--- src/hw/rtl/bal_pkg.sv ---
// ============================================================================
// bal_pkg
// Shared types and constants of the bounded array list.
// ============================================================================
package bal_pkg;

   localparam int CAPACITY_DEF = 16;
   localparam int DATA_W       = 32;
   localparam int POS_W        = 4;
   localparam int COUNT_W      = 5;

   typedef enum logic [1:0] {
      REQ_APPEND       = 2'd0,
      REQ_REMOVE_LAST  = 2'd1,
      REQ_REMOVE_FIRST = 2'd2,
      REQ_SEARCH       = 2'd3
   } req_kind_type;

   typedef enum logic [1:0] {
      STATUS_OK    = 2'd0,
      STATUS_FULL  = 2'd1,
      STATUS_EMPTY = 2'd2
   } status_type;

   typedef enum logic [1:0] {
      S_IDLE,
      S_READ,
      S_SCAN,
      S_FIN
   } state_type;

endpackage

--- src/hw/rtl/bounded_array_list.sv ---
// Steps: append, full, empty and empty-search go from S_IDLE to S_FIN;
// removals read the entry in S_READ first; a search walks S_SCAN to the first
// match or the item count. S_FIN loads the result register once it is free.
// A new request is taken only in S_IDLE, after the last result is loaded; a
// search walks the single read port of the entry memory one entry per cycle.
// Reset clears count, total and head pointer; the entry memory is not cleared.
// ============================================================================
// bounded_array_list
// Fixed-capacity list of 32-bit words kept as a ring in one synchronous
// memory: append, remove last, remove first, and linear search.
// ============================================================================
module bounded_array_list #(
   parameter int CAPACITY = bal_pkg::CAPACITY_DEF
) (
   input  logic                                 clock,
   input  logic                                 reset,
   input  logic                                 req_valid,
   output logic                                 req_stall,
   input  logic [1:0]                           req_type,
   input  logic signed [bal_pkg::DATA_W-1:0]    req_value,
   output logic                                 rsp_valid,
   input  logic                                 rsp_stall,
   output logic [1:0]                           rsp_status,
   output logic                                 rsp_found,
   output logic [bal_pkg::POS_W-1:0]            rsp_position,
   output logic signed [bal_pkg::DATA_W-1:0]    rsp_removed_value,
   output logic [bal_pkg::COUNT_W-1:0]          rsp_item_count,
   output logic signed [bal_pkg::DATA_W-1:0]    rsp_sum_of_items
);

   localparam int IW = (CAPACITY > 1) ? $clog2(CAPACITY) : 1;
   localparam int CW = $clog2(CAPACITY + 1);
   localparam int AW = CW + 1;
   localparam int DW = bal_pkg::DATA_W;

   bal_pkg::state_type    state_ff, state_in;
   bal_pkg::req_kind_type kind_ff, kind_in;
   bal_pkg::req_kind_type req_kind;
   bal_pkg::status_type   stat_ff, stat_in;
   logic [DW-1:0]         val_ff, val_in;
   logic                  found_ff, found_in;
   logic [IW-1:0]         pos_ff, pos_in;
   logic [DW-1:0]         rem_ff, rem_in;
   logic [CW-1:0]         count_ff, count_in;
   logic [DW-1:0]         sum_ff, sum_in;
   logic [IW-1:0]         head_ff, head_in;
   logic [CW-1:0]         scan_ff, scan_in;
   logic [CW-1:0]         scan_next;
   logic [DW-1:0]         rd_data_ff;
   logic [DW-1:0]         entries_ff [0:CAPACITY-1];

   logic [CW-1:0]         idx_sel;
   logic [AW-1:0]         addr_sum;
   logic [AW-1:0]         addr_wrap;
   logic [IW-1:0]         addr;
   logic                  mem_we;
   logic                  load_rsp;
   logic                  out_free;
   logic                  is_full;
   logic                  is_empty;

   logic                  rsp_valid_ff;
   logic [1:0]            rsp_status_ff;
   logic                  rsp_found_ff;
   logic [bal_pkg::POS_W-1:0]   rsp_position_ff;
   logic [DW-1:0]         rsp_removed_ff;
   logic [bal_pkg::COUNT_W-1:0] rsp_count_ff;
   logic [DW-1:0]         rsp_sum_ff;

   assign req_kind  = bal_pkg::req_kind_type'(req_type);
   assign is_full   = (count_ff == CW'(CAPACITY));
   assign is_empty  = (count_ff == '0);
   assign out_free  = !rsp_valid_ff || !rsp_stall;
   assign scan_next = scan_ff + CW'(1);

   // logical index to select for this cycle's memory access
   always_comb begin
      idx_sel = '0;
      case (state_ff)
         bal_pkg::S_IDLE: begin
            case (req_kind)
               bal_pkg::REQ_APPEND:      idx_sel = count_ff;
               bal_pkg::REQ_REMOVE_LAST: idx_sel = count_ff - CW'(1);
               default:                  idx_sel = '0;
            endcase
         end
         bal_pkg::S_READ: idx_sel = CW'(1);
         bal_pkg::S_SCAN: idx_sel = scan_next;
         default:         idx_sel = '0;
      endcase
   end

   assign addr_sum  = AW'(head_ff) + AW'(idx_sel);
   assign addr_wrap = (addr_sum >= AW'(CAPACITY)) ? (addr_sum - AW'(CAPACITY)) : addr_sum;
   assign addr      = IW'(addr_wrap);

   always_comb begin
      state_in  = state_ff;
      kind_in   = kind_ff;
      stat_in   = stat_ff;
      val_in    = val_ff;
      found_in  = found_ff;
      pos_in    = pos_ff;
      rem_in    = rem_ff;
      count_in  = count_ff;
      sum_in    = sum_ff;
      head_in   = head_ff;
      scan_in   = scan_ff;
      mem_we    = 1'b0;
      load_rsp  = 1'b0;
      req_stall = (state_ff != bal_pkg::S_IDLE);
      case (state_ff)
         bal_pkg::S_IDLE: begin
            if (req_valid) begin
               kind_in  = req_kind;
               val_in   = req_value;
               stat_in  = bal_pkg::STATUS_OK;
               found_in = 1'b0;
               pos_in   = '0;
               rem_in   = '0;
               scan_in  = '0;
               state_in = bal_pkg::S_FIN;
               case (req_kind)
                  bal_pkg::REQ_APPEND: begin
                     if (is_full) begin
                        stat_in = bal_pkg::STATUS_FULL;
                     end else begin
                        mem_we   = 1'b1;
                        count_in = count_ff + CW'(1);
                        sum_in   = sum_ff + req_value;
                     end
                  end
                  bal_pkg::REQ_REMOVE_LAST: begin
                     if (is_empty) begin
                        stat_in = bal_pkg::STATUS_EMPTY;
                     end else begin
                        pos_in   = IW'(count_ff - CW'(1));
                        state_in = bal_pkg::S_READ;
                     end
                  end
                  bal_pkg::REQ_REMOVE_FIRST: begin
                     if (is_empty) begin
                        stat_in = bal_pkg::STATUS_EMPTY;
                     end else begin
                        state_in = bal_pkg::S_READ;
                     end
                  end
                  default: begin
                     if (!is_empty) begin
                        state_in = bal_pkg::S_SCAN;
                     end
                  end
               endcase
            end
         end
         bal_pkg::S_READ: begin
            rem_in   = rd_data_ff;
            count_in = count_ff - CW'(1);
            sum_in   = sum_ff - rd_data_ff;
            if (kind_ff == bal_pkg::REQ_REMOVE_FIRST) begin
               head_in = addr;
            end
            state_in = bal_pkg::S_FIN;
         end
         bal_pkg::S_SCAN: begin
            if (rd_data_ff == val_ff) begin
               found_in = 1'b1;
               pos_in   = IW'(scan_ff);
               state_in = bal_pkg::S_FIN;
            end else if (scan_next == count_ff) begin
               state_in = bal_pkg::S_FIN;
            end else begin
               scan_in = scan_next;
            end
         end
         bal_pkg::S_FIN: begin
            if (out_free) begin
               load_rsp = 1'b1;
               state_in = bal_pkg::S_IDLE;
            end
         end
         default: begin
            state_in = bal_pkg::S_IDLE;
         end
      endcase
   end

   always_ff @(posedge clock) begin
      if (reset) begin
         state_ff <= bal_pkg::S_IDLE;
         count_ff <= '0;
         sum_ff   <= '0;
         head_ff  <= '0;
      end else begin
         state_ff <= state_in;
         count_ff <= count_in;
         sum_ff   <= sum_in;
         head_ff  <= head_in;
      end
   end

   always_ff @(posedge clock) begin
      kind_ff  <= kind_in;
      stat_ff  <= stat_in;
      val_ff   <= val_in;
      found_ff <= found_in;
      pos_ff   <= pos_in;
      rem_ff   <= rem_in;
      scan_ff  <= scan_in;
   end

   always_ff @(posedge clock) begin
      if (mem_we) begin
         entries_ff[addr] <= req_value;
      end
      rd_data_ff <= entries_ff[addr];
   end

   always_ff @(posedge clock) begin
      if (reset) begin
         rsp_valid_ff <= 1'b0;
      end else if (load_rsp) begin
         rsp_valid_ff <= 1'b1;
      end else if (!rsp_stall) begin
         rsp_valid_ff <= 1'b0;
      end
   end

   always_ff @(posedge clock) begin
      if (load_rsp) begin
         rsp_status_ff   <= stat_ff;
         rsp_found_ff    <= found_ff;
         rsp_position_ff <= bal_pkg::POS_W'(pos_ff);
         rsp_removed_ff  <= rem_ff;
         rsp_count_ff    <= bal_pkg::COUNT_W'(count_ff);
         rsp_sum_ff      <= sum_ff;
      end
   end

   assign rsp_valid         = rsp_valid_ff;
   assign rsp_status        = rsp_status_ff;
   assign rsp_found         = rsp_found_ff;
   assign rsp_position      = rsp_position_ff;
   assign rsp_removed_value = rsp_removed_ff;
   assign rsp_item_count    = rsp_count_ff;
   assign rsp_sum_of_items  = rsp_sum_ff;

endmodule

--- config.mk ---
export PLATFORM = sky130hd
export DESIGN_NAME = bounded_array_list
export DESIGN_NICKNAME = d
export VERILOG_FILES = /design/src/hw/rtl/bal_pkg.sv /design/src/hw/rtl/bounded_array_list.sv
export SDC_FILE = /design/constraint.sdc
export NUM_CORES = 1
export LEC_CHECK = 0
export BUFFER_PORTS_ARGS = -buffer_cell sky130_fd_sc_hd__buf_2
export CELL_PAD_IN_SITES_DETAIL_PLACEMENT = 0
export CELL_PAD_IN_SITES_GLOBAL_PLACEMENT = 1
export CORE_ASPECT_RATIO = 0.75
export CORE_MARGIN = 5
export CORE_UTILIZATION = 43
export CTS_BUF_LIST = sky130_fd_sc_hd__clkbuf_16
export CTS_CLUSTER_SIZE = 20
export DETAILED_ROUTE_END_ITERATION = 8
export GPL_ROUTABILITY_DRIVEN = 0
export PLACE_DENSITY_LB_ADDON = 0.1
export RECOVER_POWER = 100
export SLEW_MARGIN = 15
export SYNTH_ARGS = -nofsm -noshare
export SYNTH_HDL_FRONTEND = slang
export SYNTH_SLANG_ARGS = --single-unit
--- constraint.sdc ---
create_clock -name clock -period 18.4 [get_ports clock]
set_input_delay 2.76 -clock clock [delete_from_list [all_inputs] [get_ports clock]]
set_output_delay 2.76 -clock clock [all_outputs]
set_load 0.01 [all_outputs]
==> reports/metrics.cfg <==
[die]
die_x_um=315
initial_core_util_pct=43.6
dieHeight_um=239
core_um2=68700
ios=116
rows=83
die_area_um2=75100

[finish]
fin_nets=1905
drive_above_1_share_pct=16.2
final_common_cell=edfxtp_1
final_cell_mix=edfxtp_1, mux4_2, clkbuf_1
area_growth_pct=13.1
nFillCells=5810
postLayoutCoreUtil_pct=49.3
multiInputGateArea_um2=8150
seqCellArea_um2=21500

[placement]
dp_slack_ns=10.52
hpwlAfterDp_um=43200
port_buffers=115

[timing]
fin_tns_setup_ns=0
min_period_over_period_pct=58.3
setup_viol=0
worst_pin_slew_ns=4.11
fin_skew_ns=0.0252
maxSlewHeadroom_pct=-174
fin_ws_ns=7.67
hold_viol=0
rsz0062_at_grt=no
fmax_mhz=93.2
post-route-min-period_ns=10.73
drv_slew=838

[critical_path]
required_ns=18.57
cp_max_fo=37
cp.arrival_ns=10.90
worstSetupStartpoint=req_type[1]
path_class=primary input to flip-flop
end_kind=flip-flop
r2r-start=state_ff[1]
rr_worst_depth=14
critPathLaunchType=primary input
cp-endpoint=entries_ff[7][3]
r2r_slack_ns=8.47
r2r-end=entries_ff[7][3]

[route]
drt-pass1-iter-count=5
via_count=15700
wl_per_cell_um=26.1
antenna_left=0
drc=0
wl_um=73400
drt_iter0_drc=1535
via_per_inst=5.56

[pwr]
power.density_nw_per_um2=166
p_leak_nw=10.9
irDropWorstVdd_mv=0.112

[yosys]
synth_area_um2=29900
synth_top_area_cell=edfxtp_1
syn_avg_cell_area_um2=17.9
syn-instance-count=1670
yosys-top-cells-area=edfxtp_1, mux4_2, dfxtp_1, ha_1, xnor2_1
synth_top_area_share_pct=66.8
yosysUniqueCellTypes=71
yosysWarnings=0
async_flop_share_pct=0
synth_seq_cells=742
synth_edf_count=666
ys.flop_type=edfxtp_1
synth_nets=1757
yosysSeqAreaShare_pct=71.9

[clock_tree]
htreeDepth=3
cts-hold-fix-buffers=0
post-cts-setup-buffer-count=0
path_clk_slew_ns=0.06
clockBufferDepth=3
cts_sinks=742
cts_resized=0
cts_made_buffers=74
cts_tree=yes
root_buffer=clkbuf_16
insertion_delay_ns=0.63

[global_route]
grt_max_degree=75
grt_pass1_wl_um=108000
overflow=0
gr-usage-all-layers_pct=19.6
antenna_found_initial=2
grt_pass1_vias=16000

[flow_run]
max-cap-violations=23

[hold_path]
hold_path_class=flip-flop to flip-flop

[run_status]
violations=max-capacitance violations, max-slew violations
status=finished, violations left

-- worst max-delay path, cell delays in order --
cell,delay (ns)
clkbuf_1,0.12
inv_1,0.07
ha_1,0.24
inv_1,0.13
nor2_1,0.06
o21ai_0,0.13
o21ai_0,0.13
a21oi_1,0.18
nor2_1,0.06
ha_1,0.34
a21oi_1,0.10
xnor2_1,0.36
xnor2_4,0.16
clkbuf_1,2.39
nand2b_1,0.80
nor2_1,0.97
clkbuf_1,1.83
-- state kept, by name, summed over array words and instances, names as in the netlist --
signal             flops
entries_ff           512
rd_data_ff            32
rem_ff                32
rsp_removed_value     32
rsp_sum_of_items      32
sum_ff                32
val_ff                32
count_ff               5
rsp_item_count         5
scan_ff                5
head_ff                4
pos_ff                 4
rsp_position           4
kind_ff                2
rsp_status             2
stat_ff                2
state_ff               2
found_ff               1
rsp_found              1
rsp_valid              1
-- synth_stat cells (8+ instances only) --
library cell / instances
mux4_2: 160
xor2_1: 20
dfxtp_1: 76
nand3_1: 24
nor2_1: 81
and2_1: 36
a21o_1: 28
a21oi_1: 82
or3_1: 12
a31oi_1: 9
xnor2_1: 66
ha_1: 47
o21ai_0: 32
nand2_1: 73
nor3_1: 20
a211oi_1: 8
inv_1: 24
nand4_1: 12
clkbuf_1: 60
edfxtp_1: 666
-- logic make-up after synthesis --
group | after synthesis | synth area share, %
mux | 168 | 12.3
fa+ha+maj | 49 | 2.10
buf+inv | 99 | 1.30
xor+xnor | 87 | 2.57
flops | 742 | 71.9
simple gates | 315 | 5.48
compound gates | 210 | 4.40
-- layout make-up --
type                       count  area share [%]
inverter                      24           0.266
tap                          935            3.45
antenna                        4          0.0295
clock inverter                59            1.35
multi-input combinational    829            24.1
clock buffer                  76            5.61
timing repair buffer         147            1.71
sequential                   742            63.5
-- how the worst min path moves through the flow --
stage | from | endpoint | cells after the start
floorplan | found_ff | rsp_found | 0
global placement | pos_ff[1] | rsp_position[1] | 0
detailed placement | rem_ff[1] | rsp_removed_value[1] | 0
CTS | rem_ff[31] | rsp_removed_value[31] | 0
global route | rem_ff[31] | rsp_removed_value[31] | 0
finish | rem_ff[31] | rsp_removed_value[31] | 0
-- power by group --
group | switching [mW] | internal [mW]
logic | 1.04 | 0.912
clock network | 0.637 | 0.837
registers | 0.117 | 2.08
total | 1.79 | 3.82
-- per-stage QoR --
stage | power, mW | cell area, um^2 | hold slack [ns] | std cells
3_3_place_gp | 4.17 | 31800 | 0.404 | 2677
4_1_cts | 5.68 | 34200 | 0.414 | 2812
3_5_place_dp | 4.19 | 31800 | 0.405 | 2677
2_1_floorplan | 3.61 | 30000 | 0.400 | 1670
6_report | 5.61 | 33900 | 0.412 | 2816
5_1_grt | 5.93 | 33900 | 0.424 | 2812
-- metal layers --
metal / vias up / routed length (um) / share of wire (%) / global-route usage (%)
met3: 92 / 4480 / 6.1 / 4.13
met5: - / 0 / 0 / 0
met2: 440 / 34000 / 46 / 30.2
li1: 6975 / - / - / -
met1: 8153 / 33600 / 46 / 29.4
met4: 0 / 1280 / 1.7 / 4.13
No activity file was read; power rests on OpenSTA's default activity.
